`src/rtl/core/bmsp_pkg.sv`:
```
// bmsp_pkg: shared types and constants for the binary mesh stream parser
// holds parser phases, result kinds, error codes and the queue entry format
// no dependencies
`timescale 1ns / 1ps
`default_nettype none

package bmsp_pkg;

  localparam int unsigned WORD_W = 32;
  localparam logic [WORD_W-1:0] CORNERS_PER_FACE = 32'd3;
  localparam int unsigned INDEX_W = 16;

  typedef enum logic [2:0] {
    PH_VCOUNT = 3'd0,
    PH_VERTS  = 3'd1,
    PH_FCOUNT = 3'd2,
    PH_FACES  = 3'd3,
    PH_NCOUNT = 3'd4,
    PH_NORMS  = 3'd5,
    PH_TAIL   = 3'd6,
    PH_DROP   = 3'd7
  } phase_t;

  typedef enum logic [2:0] {
    KIND_VERTEX = 3'd0,
    KIND_FACE   = 3'd1,
    KIND_NORMAL = 3'd2,
    KIND_DONE   = 3'd3,
    KIND_ERROR  = 3'd4
  } kind_t;

  typedef enum logic [1:0] {
    ERR_ZERO_VERTS = 2'd0,
    ERR_SHORT      = 2'd1,
    ERR_ZERO_FACES = 2'd2,
    ERR_NOT_TRI    = 2'd3
  } err_t;

  // one result transaction
  typedef struct packed {
    kind_t             kind;
    logic [WORD_W-1:0] index;
    logic [WORD_W-1:0] x;
    logic [WORD_W-1:0] y;
    logic [WORD_W-1:0] z;
    err_t              err;
  } result_t;

  // all results caused by one input word: a record, then done or error
  typedef struct packed {
    logic    has_a;
    result_t a;
    logic    has_b;
    result_t b;
  } entry_t;

endpackage

`default_nettype wire

```
`src/rtl/core/bmsp_front.sv`:
```
// bmsp_front: accepts mesh words, tracks the layout and builds result entries
// depends on bmsp_pkg; pushes into bmsp_queue
`timescale 1ns / 1ps
`default_nettype none

module bmsp_front (
  input  wire logic                      clk,
  input  wire logic                      rst_n,
  input  wire logic                      in_valid,
  output logic                           in_ready,
  input  wire logic [31:0]               in_data_word,
  input  wire logic                      in_final_word,
  input  wire logic                      q_full,
  output logic                           push,
  output bmsp_pkg::entry_t               push_entry
);
  import bmsp_pkg::*;

  phase_t            phase_r, phase_nxt;
  logic [WORD_W-1:0] vertex_total_r, vertex_total_nxt;
  logic [WORD_W-1:0] face_total_r, face_total_nxt;
  logic [WORD_W-1:0] normal_total_r, normal_total_nxt;
  logic [WORD_W-1:0] record_counter_r, record_counter_nxt;
  logic [1:0]        word_in_record_r, word_in_record_nxt;
  logic [WORD_W-1:0] held0_r, held0_nxt;
  logic [WORD_W-1:0] held1_r, held1_nxt;

  logic              accept;
  logic [WORD_W-1:0] cnt_inc;
  logic [WORD_W-1:0] word_idx;
  logic [WORD_W-1:0] normal_cap;
  logic              dec_err;
  err_t              dec_code;
  logic              dec_rec;
  kind_t             dec_kind;
  phase_t            step_phase;
  logic              tail_done;

  assign in_ready = !q_full;
  assign accept   = in_valid && in_ready;
  assign cnt_inc  = record_counter_r + 32'd1;
  assign word_idx = {{(WORD_W-INDEX_W){1'b0}}, in_data_word[INDEX_W-1:0]};
  assign normal_cap = (in_data_word < vertex_total_r) ? in_data_word : vertex_total_r;
  assign tail_done  = (step_phase == PH_NCOUNT) || (step_phase == PH_NORMS) ||
                      (step_phase == PH_TAIL);

  // decode the word against the current phase
  always_comb begin
    dec_err    = 1'b0;
    dec_code   = ERR_ZERO_VERTS;
    dec_rec    = 1'b0;
    dec_kind   = KIND_VERTEX;
    step_phase = phase_r;
    case (phase_r)
      PH_VCOUNT: begin
        if (in_data_word == '0) begin
          dec_err  = 1'b1;
          dec_code = ERR_ZERO_VERTS;
        end else begin
          step_phase = PH_VERTS;
        end
      end
      PH_VERTS: begin
        if (word_in_record_r == 2'd2) begin
          dec_rec  = 1'b1;
          dec_kind = KIND_VERTEX;
          if (cnt_inc == vertex_total_r) step_phase = PH_FCOUNT;
        end
      end
      PH_FCOUNT: begin
        if (in_data_word == '0) begin
          dec_err  = 1'b1;
          dec_code = ERR_ZERO_FACES;
        end else begin
          step_phase = PH_FACES;
        end
      end
      PH_FACES: begin
        if (word_in_record_r == 2'd0) begin
          if (in_data_word != CORNERS_PER_FACE) begin
            dec_err  = 1'b1;
            dec_code = ERR_NOT_TRI;
          end
        end else if (word_in_record_r == 2'd3) begin
          dec_rec  = 1'b1;
          dec_kind = KIND_FACE;
          if (cnt_inc == face_total_r) step_phase = PH_NCOUNT;
        end
      end
      PH_NCOUNT: begin
        step_phase = (normal_cap == '0) ? PH_TAIL : PH_NORMS;
      end
      PH_NORMS: begin
        if (word_in_record_r == 2'd2) begin
          dec_rec  = 1'b1;
          dec_kind = KIND_NORMAL;
          if (cnt_inc == normal_total_r) step_phase = PH_TAIL;
        end
      end
      PH_TAIL: begin
        step_phase = PH_TAIL;
      end
      default: begin
        step_phase = PH_DROP;
      end
    endcase
  end

  // next state of the parser
  always_comb begin
    phase_nxt          = step_phase;
    vertex_total_nxt   = vertex_total_r;
    face_total_nxt     = face_total_r;
    normal_total_nxt   = normal_total_r;
    record_counter_nxt = record_counter_r;
    word_in_record_nxt = word_in_record_r;
    held0_nxt          = held0_r;
    held1_nxt          = held1_r;

    case (phase_r)
      PH_VCOUNT: begin
        if (!dec_err) begin
          vertex_total_nxt   = in_data_word;
          record_counter_nxt = '0;
          word_in_record_nxt = 2'd0;
        end
      end
      PH_VERTS, PH_NORMS: begin
        if (dec_rec) begin
          word_in_record_nxt = 2'd0;
          record_counter_nxt = cnt_inc;
        end else begin
          if (word_in_record_r == 2'd0) held0_nxt = in_data_word;
          else held1_nxt = in_data_word;
          word_in_record_nxt = word_in_record_r + 2'd1;
        end
      end
      PH_FCOUNT: begin
        if (!dec_err) begin
          face_total_nxt     = in_data_word;
          record_counter_nxt = '0;
          word_in_record_nxt = 2'd0;
        end
      end
      PH_FACES: begin
        if (dec_rec) begin
          word_in_record_nxt = 2'd0;
          record_counter_nxt = cnt_inc;
        end else if (!dec_err) begin
          if (word_in_record_r == 2'd1) held0_nxt = word_idx;
          if (word_in_record_r == 2'd2) held1_nxt = word_idx;
          word_in_record_nxt = word_in_record_r + 2'd1;
        end
      end
      PH_NCOUNT: begin
        normal_total_nxt   = normal_cap;
        record_counter_nxt = '0;
        word_in_record_nxt = 2'd0;
      end
      default: begin
        word_in_record_nxt = word_in_record_r;
      end
    endcase

    // errors move to dropping, a final word rearms for the next mesh
    if (dec_err && !in_final_word) begin
      phase_nxt = PH_DROP;
    end
    if (in_final_word) begin
      phase_nxt          = PH_VCOUNT;
      vertex_total_nxt   = '0;
      face_total_nxt     = '0;
      normal_total_nxt   = '0;
      record_counter_nxt = '0;
      word_in_record_nxt = 2'd0;
    end
  end

  // entry built from this word
  always_comb begin
    push_entry       = '0;
    push_entry.a.kind  = dec_kind;
    push_entry.a.index = record_counter_r;
    push_entry.a.x     = held0_r;
    push_entry.a.y     = held1_r;
    push_entry.a.z     = (dec_kind == KIND_FACE) ? word_idx : in_data_word;
    push_entry.a.err   = ERR_ZERO_VERTS;
    push_entry.has_a   = dec_rec;
    push_entry.b.kind  = KIND_ERROR;
    push_entry.b.err   = dec_code;
    push_entry.has_b   = 1'b0;
    if (phase_r != PH_DROP) begin
      if (dec_err) begin
        push_entry.has_b = 1'b1;
      end else if (in_final_word) begin
        push_entry.has_b = 1'b1;
        if (tail_done) begin
          push_entry.b.kind = KIND_DONE;
          push_entry.b.x    = vertex_total_r;
          push_entry.b.y    = face_total_r;
          push_entry.b.err  = ERR_ZERO_VERTS;
        end else begin
          push_entry.b.err = ERR_SHORT;
        end
      end
    end
    push = accept && (push_entry.has_a || push_entry.has_b);
  end

  // control registers
  always_ff @(posedge clk) begin
    if (!rst_n) begin
      phase_r          <= PH_VCOUNT;
      vertex_total_r   <= '0;
      face_total_r     <= '0;
      normal_total_r   <= '0;
      record_counter_r <= '0;
      word_in_record_r <= 2'd0;
    end else if (accept) begin
      phase_r          <= phase_nxt;
      vertex_total_r   <= vertex_total_nxt;
      face_total_r     <= face_total_nxt;
      normal_total_r   <= normal_total_nxt;
      record_counter_r <= record_counter_nxt;
      word_in_record_r <= word_in_record_nxt;
    end
  end

  // held words, always written before they are read
  always_ff @(posedge clk) begin
    if (accept) begin
      held0_r <= held0_nxt;
      held1_r <= held1_nxt;
    end
  end

endmodule

`default_nettype wire

```
`src/rtl/core/bmsp_queue.sv`:
```
// bmsp_queue: short first-in first-out queue of result entries
// depends on bmsp_pkg; sits between bmsp_front and bmsp_back
`timescale 1ns / 1ps
`default_nettype none

module bmsp_queue #(
  parameter int unsigned DEPTH = 4
) (
  input  wire logic             clk,
  input  wire logic             rst_n,
  input  wire logic             push,
  input  wire bmsp_pkg::entry_t push_entry,
  input  wire logic             pop,
  output bmsp_pkg::entry_t      head_entry,
  output logic                  not_empty,
  output logic                  full
);
  import bmsp_pkg::*;

  localparam int unsigned PTR_W = (DEPTH > 1) ? $clog2(DEPTH) : 1;
  localparam int unsigned CNT_W = $clog2(DEPTH + 1);
  localparam logic [PTR_W-1:0] LAST = PTR_W'(DEPTH - 1);
  localparam logic [CNT_W-1:0] FULL_CNT = CNT_W'(DEPTH);

  entry_t           slot_r [DEPTH];
  logic [PTR_W-1:0] wr_ptr_r, wr_ptr_nxt;
  logic [PTR_W-1:0] rd_ptr_r, rd_ptr_nxt;
  logic [CNT_W-1:0] count_r, count_nxt;

  assign head_entry = slot_r[rd_ptr_r];
  assign not_empty  = (count_r != '0);
  assign full       = (count_r == FULL_CNT);

  // pointer and count update
  always_comb begin
    wr_ptr_nxt = wr_ptr_r;
    rd_ptr_nxt = rd_ptr_r;
    count_nxt  = count_r;
    if (push) wr_ptr_nxt = (wr_ptr_r == LAST) ? '0 : wr_ptr_r + 1'b1;
    if (pop)  rd_ptr_nxt = (rd_ptr_r == LAST) ? '0 : rd_ptr_r + 1'b1;
    if (push && !pop) count_nxt = count_r + 1'b1;
    if (pop && !push) count_nxt = count_r - 1'b1;
  end

  always_ff @(posedge clk) begin
    if (!rst_n) begin
      wr_ptr_r <= '0;
      rd_ptr_r <= '0;
      count_r  <= '0;
    end else begin
      wr_ptr_r <= wr_ptr_nxt;
      rd_ptr_r <= rd_ptr_nxt;
      count_r  <= count_nxt;
    end
  end

  // entry storage
  always_ff @(posedge clk) begin
    if (push) slot_r[wr_ptr_r] <= push_entry;
  end

endmodule

`default_nettype wire

```
`src/rtl/core/bmsp_back.sv`:
```
// bmsp_back: drains queue entries into the result channel, one result a cycle
// while out_ready holds; depends on bmsp_pkg; reads the head of bmsp_queue
`timescale 1ns / 1ps
`default_nettype none

module bmsp_back (
  input  wire logic             clk,
  input  wire logic             rst_n,
  input  wire bmsp_pkg::entry_t head_entry,
  input  wire logic             not_empty,
  output logic                  pop,
  output logic                  out_valid,
  input  wire logic             out_ready,
  output logic [2:0]            out_record_kind,
  output logic [31:0]           out_record_index,
  output logic [31:0]           out_value_x,
  output logic [31:0]           out_value_y,
  output logic [31:0]           out_value_z,
  output logic [1:0]            out_error_code
);
  import bmsp_pkg::*;

  logic    out_valid_r;
  result_t out_res_r;
  logic    second_r, second_nxt;
  logic    load;
  result_t pick;

  // output register frees when empty or taken
  assign load = not_empty && (!out_valid_r || out_ready);

  // choose the record first, then the done or error result
  always_comb begin
    pick       = head_entry.a;
    pop        = 1'b0;
    second_nxt = second_r;
    if (load) begin
      if (head_entry.has_a && !second_r) begin
        pick = head_entry.a;
        if (head_entry.has_b) begin
          second_nxt = 1'b1;
        end else begin
          pop = 1'b1;
        end
      end else begin
        pick       = head_entry.b;
        pop        = 1'b1;
        second_nxt = 1'b0;
      end
    end
  end

  always_ff @(posedge clk) begin
    if (!rst_n) begin
      out_valid_r <= 1'b0;
      second_r    <= 1'b0;
    end else begin
      second_r <= second_nxt;
      if (load) out_valid_r <= 1'b1;
      else if (out_ready) out_valid_r <= 1'b0;
    end
  end

  always_ff @(posedge clk) begin
    if (load) out_res_r <= pick;
  end

  assign out_valid        = out_valid_r;
  assign out_record_kind  = out_res_r.kind;
  assign out_record_index = out_res_r.index;
  assign out_value_x      = out_res_r.x;
  assign out_value_y      = out_res_r.y;
  assign out_value_z      = out_res_r.z;
  assign out_error_code   = out_res_r.err;

endmodule

`default_nettype wire

```
`src/rtl/core/binary_mesh_stream_parser.sv`:
```
// binary_mesh_stream_parser: top level of the binary triangle mesh parser
// depends on bmsp_pkg, bmsp_front, bmsp_queue and bmsp_back
//
// usage: feed one 32-bit mesh word per input transaction (in_valid/in_ready),
// with in_final_word set on the last word of each mesh. results leave on the
// out_ channel: vertex, face and normal records, then done, or an error.
// throughput: one input word per cycle while the queue has room; the result
// register emits one result per cycle while out_ready holds, so a word that
// completes a record and also ends the mesh gives the back end two results.
// path: an accepted word writes its entry into the queue, and the output
// register loads it from the queue head once free; a second result of the
// same word follows the first, from the same queue entry.
// stalls: the front keeps taking words while the queue has room, so up to
// QUEUE_DEPTH entries plus the output register absorb a stalled receiver;
// in_ready drops only when the queue is full.
// reset: synchronous active-low rst_n empties the queue and output register
// and sets the parser to expect the vertex count of a new mesh.
`timescale 1ns / 1ps
`default_nettype none

module binary_mesh_stream_parser #(
  parameter int unsigned QUEUE_DEPTH = 4
) (
  input  wire logic        clk,
  input  wire logic        rst_n,
  input  wire logic        in_valid,
  output logic             in_ready,
  input  wire logic [31:0] in_data_word,
  input  wire logic        in_final_word,
  output logic             out_valid,
  input  wire logic        out_ready,
  output logic [2:0]       out_record_kind,
  output logic [31:0]      out_record_index,
  output logic [31:0]      out_value_x,
  output logic [31:0]      out_value_y,
  output logic [31:0]      out_value_z,
  output logic [1:0]       out_error_code
);
  import bmsp_pkg::*;

  logic   q_full;
  logic   q_not_empty;
  logic   push;
  logic   pop;
  entry_t push_entry;
  entry_t head_entry;

  // front: layout tracking
  bmsp_front u_front (
    .clk           (clk),
    .rst_n         (rst_n),
    .in_valid      (in_valid),
    .in_ready      (in_ready),
    .in_data_word  (in_data_word),
    .in_final_word (in_final_word),
    .q_full        (q_full),
    .push          (push),
    .push_entry    (push_entry)
  );

  // queue between front and back
  bmsp_queue #(
    .DEPTH (QUEUE_DEPTH)
  ) u_queue (
    .clk        (clk),
    .rst_n      (rst_n),
    .push       (push),
    .push_entry (push_entry),
    .pop        (pop),
    .head_entry (head_entry),
    .not_empty  (q_not_empty),
    .full       (q_full)
  );

  // back: result emission
  bmsp_back u_back (
    .clk              (clk),
    .rst_n            (rst_n),
    .head_entry       (head_entry),
    .not_empty        (q_not_empty),
    .pop              (pop),
    .out_valid        (out_valid),
    .out_ready        (out_ready),
    .out_record_kind  (out_record_kind),
    .out_record_index (out_record_index),
    .out_value_x      (out_value_x),
    .out_value_y      (out_value_y),
    .out_value_z      (out_value_z),
    .out_error_code   (out_error_code)
  );

endmodule

`default_nettype wire
```
`config.mk`:
```
export PLATFORM = sky130hd
export DESIGN_NAME = binary_mesh_stream_parser
export DESIGN_NICKNAME = d
export VERILOG_FILES = /design/src/rtl/core/bmsp_pkg.sv /design/src/rtl/core/bmsp_front.sv /design/src/rtl/core/bmsp_queue.sv /design/src/rtl/core/bmsp_back.sv /design/src/rtl/core/binary_mesh_stream_parser.sv
export SDC_FILE = /design/constraint.sdc
export NUM_CORES = 1
export LEC_CHECK = 0
export BUFFER_PORTS_ARGS = -buffer_cell sky130_fd_sc_hd__buf_2
export CORE_UTILIZATION = 41
export CTS_BUF_LIST = sky130_fd_sc_hd__clkbuf_8
export CTS_CLUSTER_SIZE = 16
export DETAILED_ROUTE_END_ITERATION = 10
export GPL_TIMING_DRIVEN = 1
export PLACE_DENSITY_LB_ADDON = 0.2
export SETUP_SLACK_MARGIN = 0.1
export SLEW_MARGIN = 20
export SYNTH_ARGS = -nofsm -noshare
export SYNTH_HDL_FRONTEND = slang
export SYNTH_HIERARCHICAL = 1
export SYNTH_SLANG_ARGS = --single-unit
```
`constraint.sdc`:
```
create_clock -name clk -period 11 [get_ports clk]
set_input_delay 1.65 -clock clk [delete_from_list [all_inputs] [get_ports clk]]
set_output_delay 1.65 -clock clk [all_outputs]
set_load 0.05 [all_outputs]
```
## Word-level counts from Yosys, hierarchy flattened

Memories as Yosys holds them, arrays and structs flattened. A register that Yosys moved wholly into a read port is not among the register bits.
Cells that the tools add are included.

- Bits in registers: 339
- RAM bits: 808
- Input port bits: 37
- Output and inout port bits: 135
- Logic and storage cells: 190
- Memories kept: 1

Memory list:

| memory | depth | bits a word | read ports | clocked after Yosys merged registers in | wr ports | line | source |
|---|---|---|---|---|---|---|---|
| u_queue.slot_r | 4 | 202 | 1 | 1 | 1 | bmsp_queue.sv:25 | `entry_t slot_r [DEPTH];` |

- Add/sub/neg operators: 6
- Magnitude comparators: 1
- Eq/ne operators: 33
- Mux-type cells: 89
- Reduce and logical (&&, ||, !) cells: 41

Operator list:

| kind | number |
|---|---|
| 32-bit two-way mux | 22 |
| 64-bit two-way mux | 4 |
| 133-bit two-way mux | 1 |
| 32-bit case mux with 2 select lines | 2 |
| 32-bit equality test | 3 |
| 32-bit case mux with 3 select lines | 1 |
| 32-bit zero test | 2 |
| 3-bit two-way mux | 16 |
| 2-bit two-way mux | 17 |
| 32-bit by 1-bit adder with 32-bit output, second input constant | 1 |
| 32-bit < comparator | 1 |
| 32-bit by 2-bit != test with 1-bit output, second input constant | 1 |
| 3-bit equality test, second input constant | 7 |
| 3-bit case mux with 7 select lines | 1 |
| 1-bit two-way mux | 18 |
| 7-bit AND reduction | 2 |
| 2-bit != test, second input constant | 6 |
| 2-bit nonzero test | 6 |
| 2-bit equality test, second input constant | 4 |
| 4-bit two-way mux | 2 |
| 2-bit case mux with 4 select lines | 1 |
| 4-bit AND reduction | 2 |
| 1-bit logical AND | 7 |
| 2-bit by 1-bit adder with 2-bit output, second input constant | 3 |
| 23 further kinds | 40 |

## Longest topological paths before layout

- Word-level depth: 18
- Depth in mapped cells: 15
- Gate-level depth less buffers: 15

## Cells and area by module

Netlist, hierarchy kept.

By module, submodules not included:

| module | times used | cells an instance | area an instance (sq um) | sequential area each (sq um) |
|---|---|---|---|---|
| bmsp_queue | 1 | 1,443 | 39,412.8 | 32,371.0 |
| bmsp_front | 1 | 1,680 | 13,491.7 | 4,584.4 |
| bmsp_back | 1 | 293 | 5,978.2 | 4,033.9 |

## Least setup slack after synthesis

Ideal clock, no wire load.

- Kind: in2reg
- From: input port in_data_word[4]
- To: memory u_queue/slot_r[0][0] (netlist bit), enable pin
- Library setup time: 0.662 ns
- Arrival: 9.399 ns
- Data required time: 10.338 ns
- Setup slack: 0.939 ns
- Stages: 10
- Path buffers: 0
- Cells stage by stage: nor4_1 nand2_1 nor4_1 a21boi_0 o22ai_1 nor2_1 a21oi_1 nor2_1 nor2_1 and2_1

RTL lines:

| what | line | source |
|---|---|---|
| from (decl) | binary_mesh_stream_parser.sv:28 | `input wire logic [31:0] in_data_word,` |
| to (decl) | bmsp_queue.sv:25 |  |

==> results_dict.tcl <==
set metrics [dict create \
    gp_congestion 0.9710 \
    rsz0062_at_grt "false" \
    htreeDepth 4 \
    cp-start-kind "register" \
    mostFrequentLayoutCell "edfxtp_1" \
    cts_tree "built" \
    clock-sinks 1413 \
    grt_pass1_wl_mm 216.8 \
    die_width_um 381.0 \
    tightest_slew_ps 1118 \
    nets 3729 \
    synth_edf_count 1269 \
    crit_type "reg -> reg" \
    antenna_found_initial 9 \
    cp-startpoint "u_front/record_counter_r[0]" \
    clockBufferDepth 3 \
    drive_gt1_share_pct 22.81 \
    path_clk_slew_ps 60 \
    hp-class "reg -> reg" \
    final_max_slew_viol_count 0 \
    r2r_slack_ps 5000 \
    synth_area_um2 58880 \
    postCtsSetupRepairBufs 0 \
    final_cell_mix "edfxtp_1, clkbuf_8, mux4_2, nand2_1, buf_2" \
    coreArea_um2 142100 \
    multi_input_area_um2 16340 \
    final_area_um2 65640 \
    seqCellArea_um2 41000 \
    relSlewSlack_pct 25.16 \
    dr.pass1.iters 6 \
    yosysUniqueCellTypes 84 \
    overflow 0 \
    hold_viol 0 \
    peakVddDrop_mv 0.3171 \
    tns_ps 0 \
    required_ps 11670 \
    die_y_um 381.0 \
    leakagePower_nw 22.11 \
    r2r_end "u_queue/slot_r[3][132]" \
    cts_buffers 227 \
    area_delta_synth_final_pct 11.47 \
    drc 0 \
    post-route-period-util_pct 54.57 \
    max_freq_mhz 166.6 \
    routed_wl_mm 149.0 \
    clock_latency_ps 940 \
    layout_min_cycle_time_ps 6003 \
    synth.avg_cell_area_um2 17.24 \
    cp-end-kind "register" \
    setup_violations 0 \
    avgRoutedWirePerCell_um 25.99 \
    drt_iter0_markers 2604 \
    cts_root_buffer "clkbuf_8" \
    ys_ff_latch 1413 \
    vias 31370 \
    io_pins 172 \
    skew_ps 52.50 \
    detail-route-antenna-nets 0 \
    die_area_um2 145100 \
    place_area_um2 61240 \
    r2r_start "u_front/record_counter_r[0]" \
    cp_data_arrival_time_ps 6680 \
    start_util_pct 41.44 \
    ys_warn_count 6 \
    vias_per_cell 5.472 \
    cts_resized 0 \
    port_buffers 171 \
    r2r_cells 12 \
    holdPathStages 2 \
    grt_max_degree 138 \
    drv_cap 0 \
    nFillCells 12210 \
    cp_max_fo 65 \
    yosysSeqAreaShare_pct 69.61 \
    async_flop_share_pct 0 \
    crit_end "u_queue/slot_r[3][132]" \
    powerDensity_nw_per_um2 227.3 \
    synthFlopType "edfxtp_1" \
    grtUsageTotal_pct 20.36 \
    num_rows 138 \
    holdBufCountCts 0 \
    place_hpwl_mm 90.01 \
    outcome "finished, final reports clean" \
    grt_pass1_vias 31490 \
    synth_cells 3416 \
]
-- flip-flops by register name, summed over array words and instances, names as in the netlist, 2 cells and up, named ones only --
name / cells
u_front/face_total_r: 32
u_front/record_counter_r: 32
u_back/out_value_x: 32
u_back/out_record_index: 32
u_front/phase_r: 3
u_front/word_in_record_r: 2
u_front/vertex_total_r: 32
u_queue/rd_ptr_r: 2
u_front/held1_r: 32
u_front/normal_total_r: 32
u_back/out_value_z: 32
u_front/held0_r: 32
u_queue/slot_r: 1072
u_back/out_error_code: 2
u_queue/count_r: 3
u_back/out_value_y: 32
u_queue/wr_ptr_r: 2
u_back/out_record_kind: 3
-- area by class of cell --
class	instances	share of cell area, %
Clock buffer	244	5.116
Antenna cell	2	0.007625
Inverter	58	0.3412
Timing Repair Buffer	216	2.009
Tap cell	1890	3.603
Sequential cell	1413	62.46
Multi-Input combinational cell	1733	24.89
Clock inverter	177	1.573
-- routing by layer --
metal	routed length [um]	global-route usage [%]	part of all wire, %	vias to the layer above
met2	70840	32.22	48	1027
met3	8004	3.770	5.4	245
li1	-	-	-	13900
met1	65740	28.20	44	16200
met4	4400	7.110	3.0	6
met5	35	0.06614	0.023	-
-- kinds of logic (layout without fill, tap and decap cells) --
group / count (synthesis) / in the layout / synth area share (%)
other: 1 / 69 / 0.006369
multiplexers: 447 / 447 / 14.47
AND/OR/NAND/NOR: 729 / 729 / 6.494
buffers and inverters: 336 / 695 / 3.260
flip-flops: 1413 / 1413 / 69.61
XOR/XNOR: 94 / 94 / 1.562
AO/OA/AOI/OAI: 353 / 353 / 3.672
adder cells (fa/ha/maj): 43 / 43 / 0.9265
-- critical path: stages (launching register included) --
cell      delay, ps
dfxtp_1         650
ha_1            560
nand2_1         380
or4_1           800
nor4_1          540
xnor2_1         270
xnor2_1         200
or3_1           370
nand4b_1        480
o21ai_4         260
buf_4           720
and2_1          380
inv_1           120
-- worst min-delay path by stage --
stage	to	start	slack (ps)
floorplan	u_back/second_r	u_back/second_r	450
global placement	u_back/second_r	u_back/second_r	460
detailed placement	u_back/second_r	u_back/second_r	470
CTS	u_back/second_r	u_back/second_r	480
global route	u_back/second_r	u_back/second_r	510
finish	u_back/second_r	u_back/second_r	480
-- Yosys cell counts, types with 7 or more instances --
| cell | instances | area, um^2 |
|---|---|---|
| o211ai_1 | 8 | 60.06 |
| o21ai_0 | 58 | 290.3 |
| buf_4 | 91 | 683.2 |
| xor2_1 | 29 | 254.0 |
| nand3_1 | 37 | 185.2 |
| dfxtp_1 | 144 | 2883 |
| mux4_2 | 198 | 4459 |
| nor4_1 | 41 | 256.5 |
| nand3b_1 | 12 | 90.09 |
| a21o_1 | 10 | 75.07 |
| nor2b_1 | 49 | 306.5 |
| ha_1 | 42 | 525.5 |
| buf_1 | 7 | 26.28 |
| a211oi_1 | 9 | 67.56 |
| mux2i_1 | 46 | 460.4 |
| nor3_1 | 25 | 125.1 |
| mux2_4 | 70 | 1051 |
| and2_1 | 50 | 312.8 |
| o221ai_1 | 8 | 70.07 |
| and3_1 | 73 | 456.7 |
| or3_1 | 33 | 206.5 |
| clkbuf_1 | 106 | 397.9 |
| a31oi_1 | 13 | 81.33 |
| edfxtp_1 | 1269 | 38110 |
| and4_1 | 13 | 113.9 |
| nand4_1 | 34 | 212.7 |
| mux4_1 | 70 | 1839 |
| nand2b_1 | 12 | 75.07 |
| xnor2_1 | 58 | 508.0 |
| xnor3_1 | 7 | 157.7 |
| mux2_2 | 63 | 709.4 |
| inv_1 | 58 | 217.7 |
| buf_6 | 31 | 349.1 |
| a21oi_1 | 170 | 850.8 |
| buf_2 | 40 | 200.2 |
| nor2_1 | 129 | 484.2 |
| nand2_1 | 187 | 701.9 |
-- power by group --
part	total [W]	internal (W)	switching (W)
clock network	0.00433	0.00226	0.00207
logic	0.00383	0.00138	0.00245
registers	0.00676	0.00654	0.000223
-- metrics by stage --
stage          setup WS [ps]  hold WS [ps]  power [W]  util, %  std cells
4_1_cts                 5015         478.7    0.01519    46.19       5731
5_1_grt                 4639         510.2    0.01556    46.19       5732
6_report                4997         478.0    0.01492    46.19       5733
3_5_place_dp            4564         469.8    0.01079    43.10       5310
3_3_place_gp            4590         456.8    0.01080    43.10       5310
2_1_floorplan          938.8         445.9   0.009860        -       3482
(Power assumes the default switching activity.)
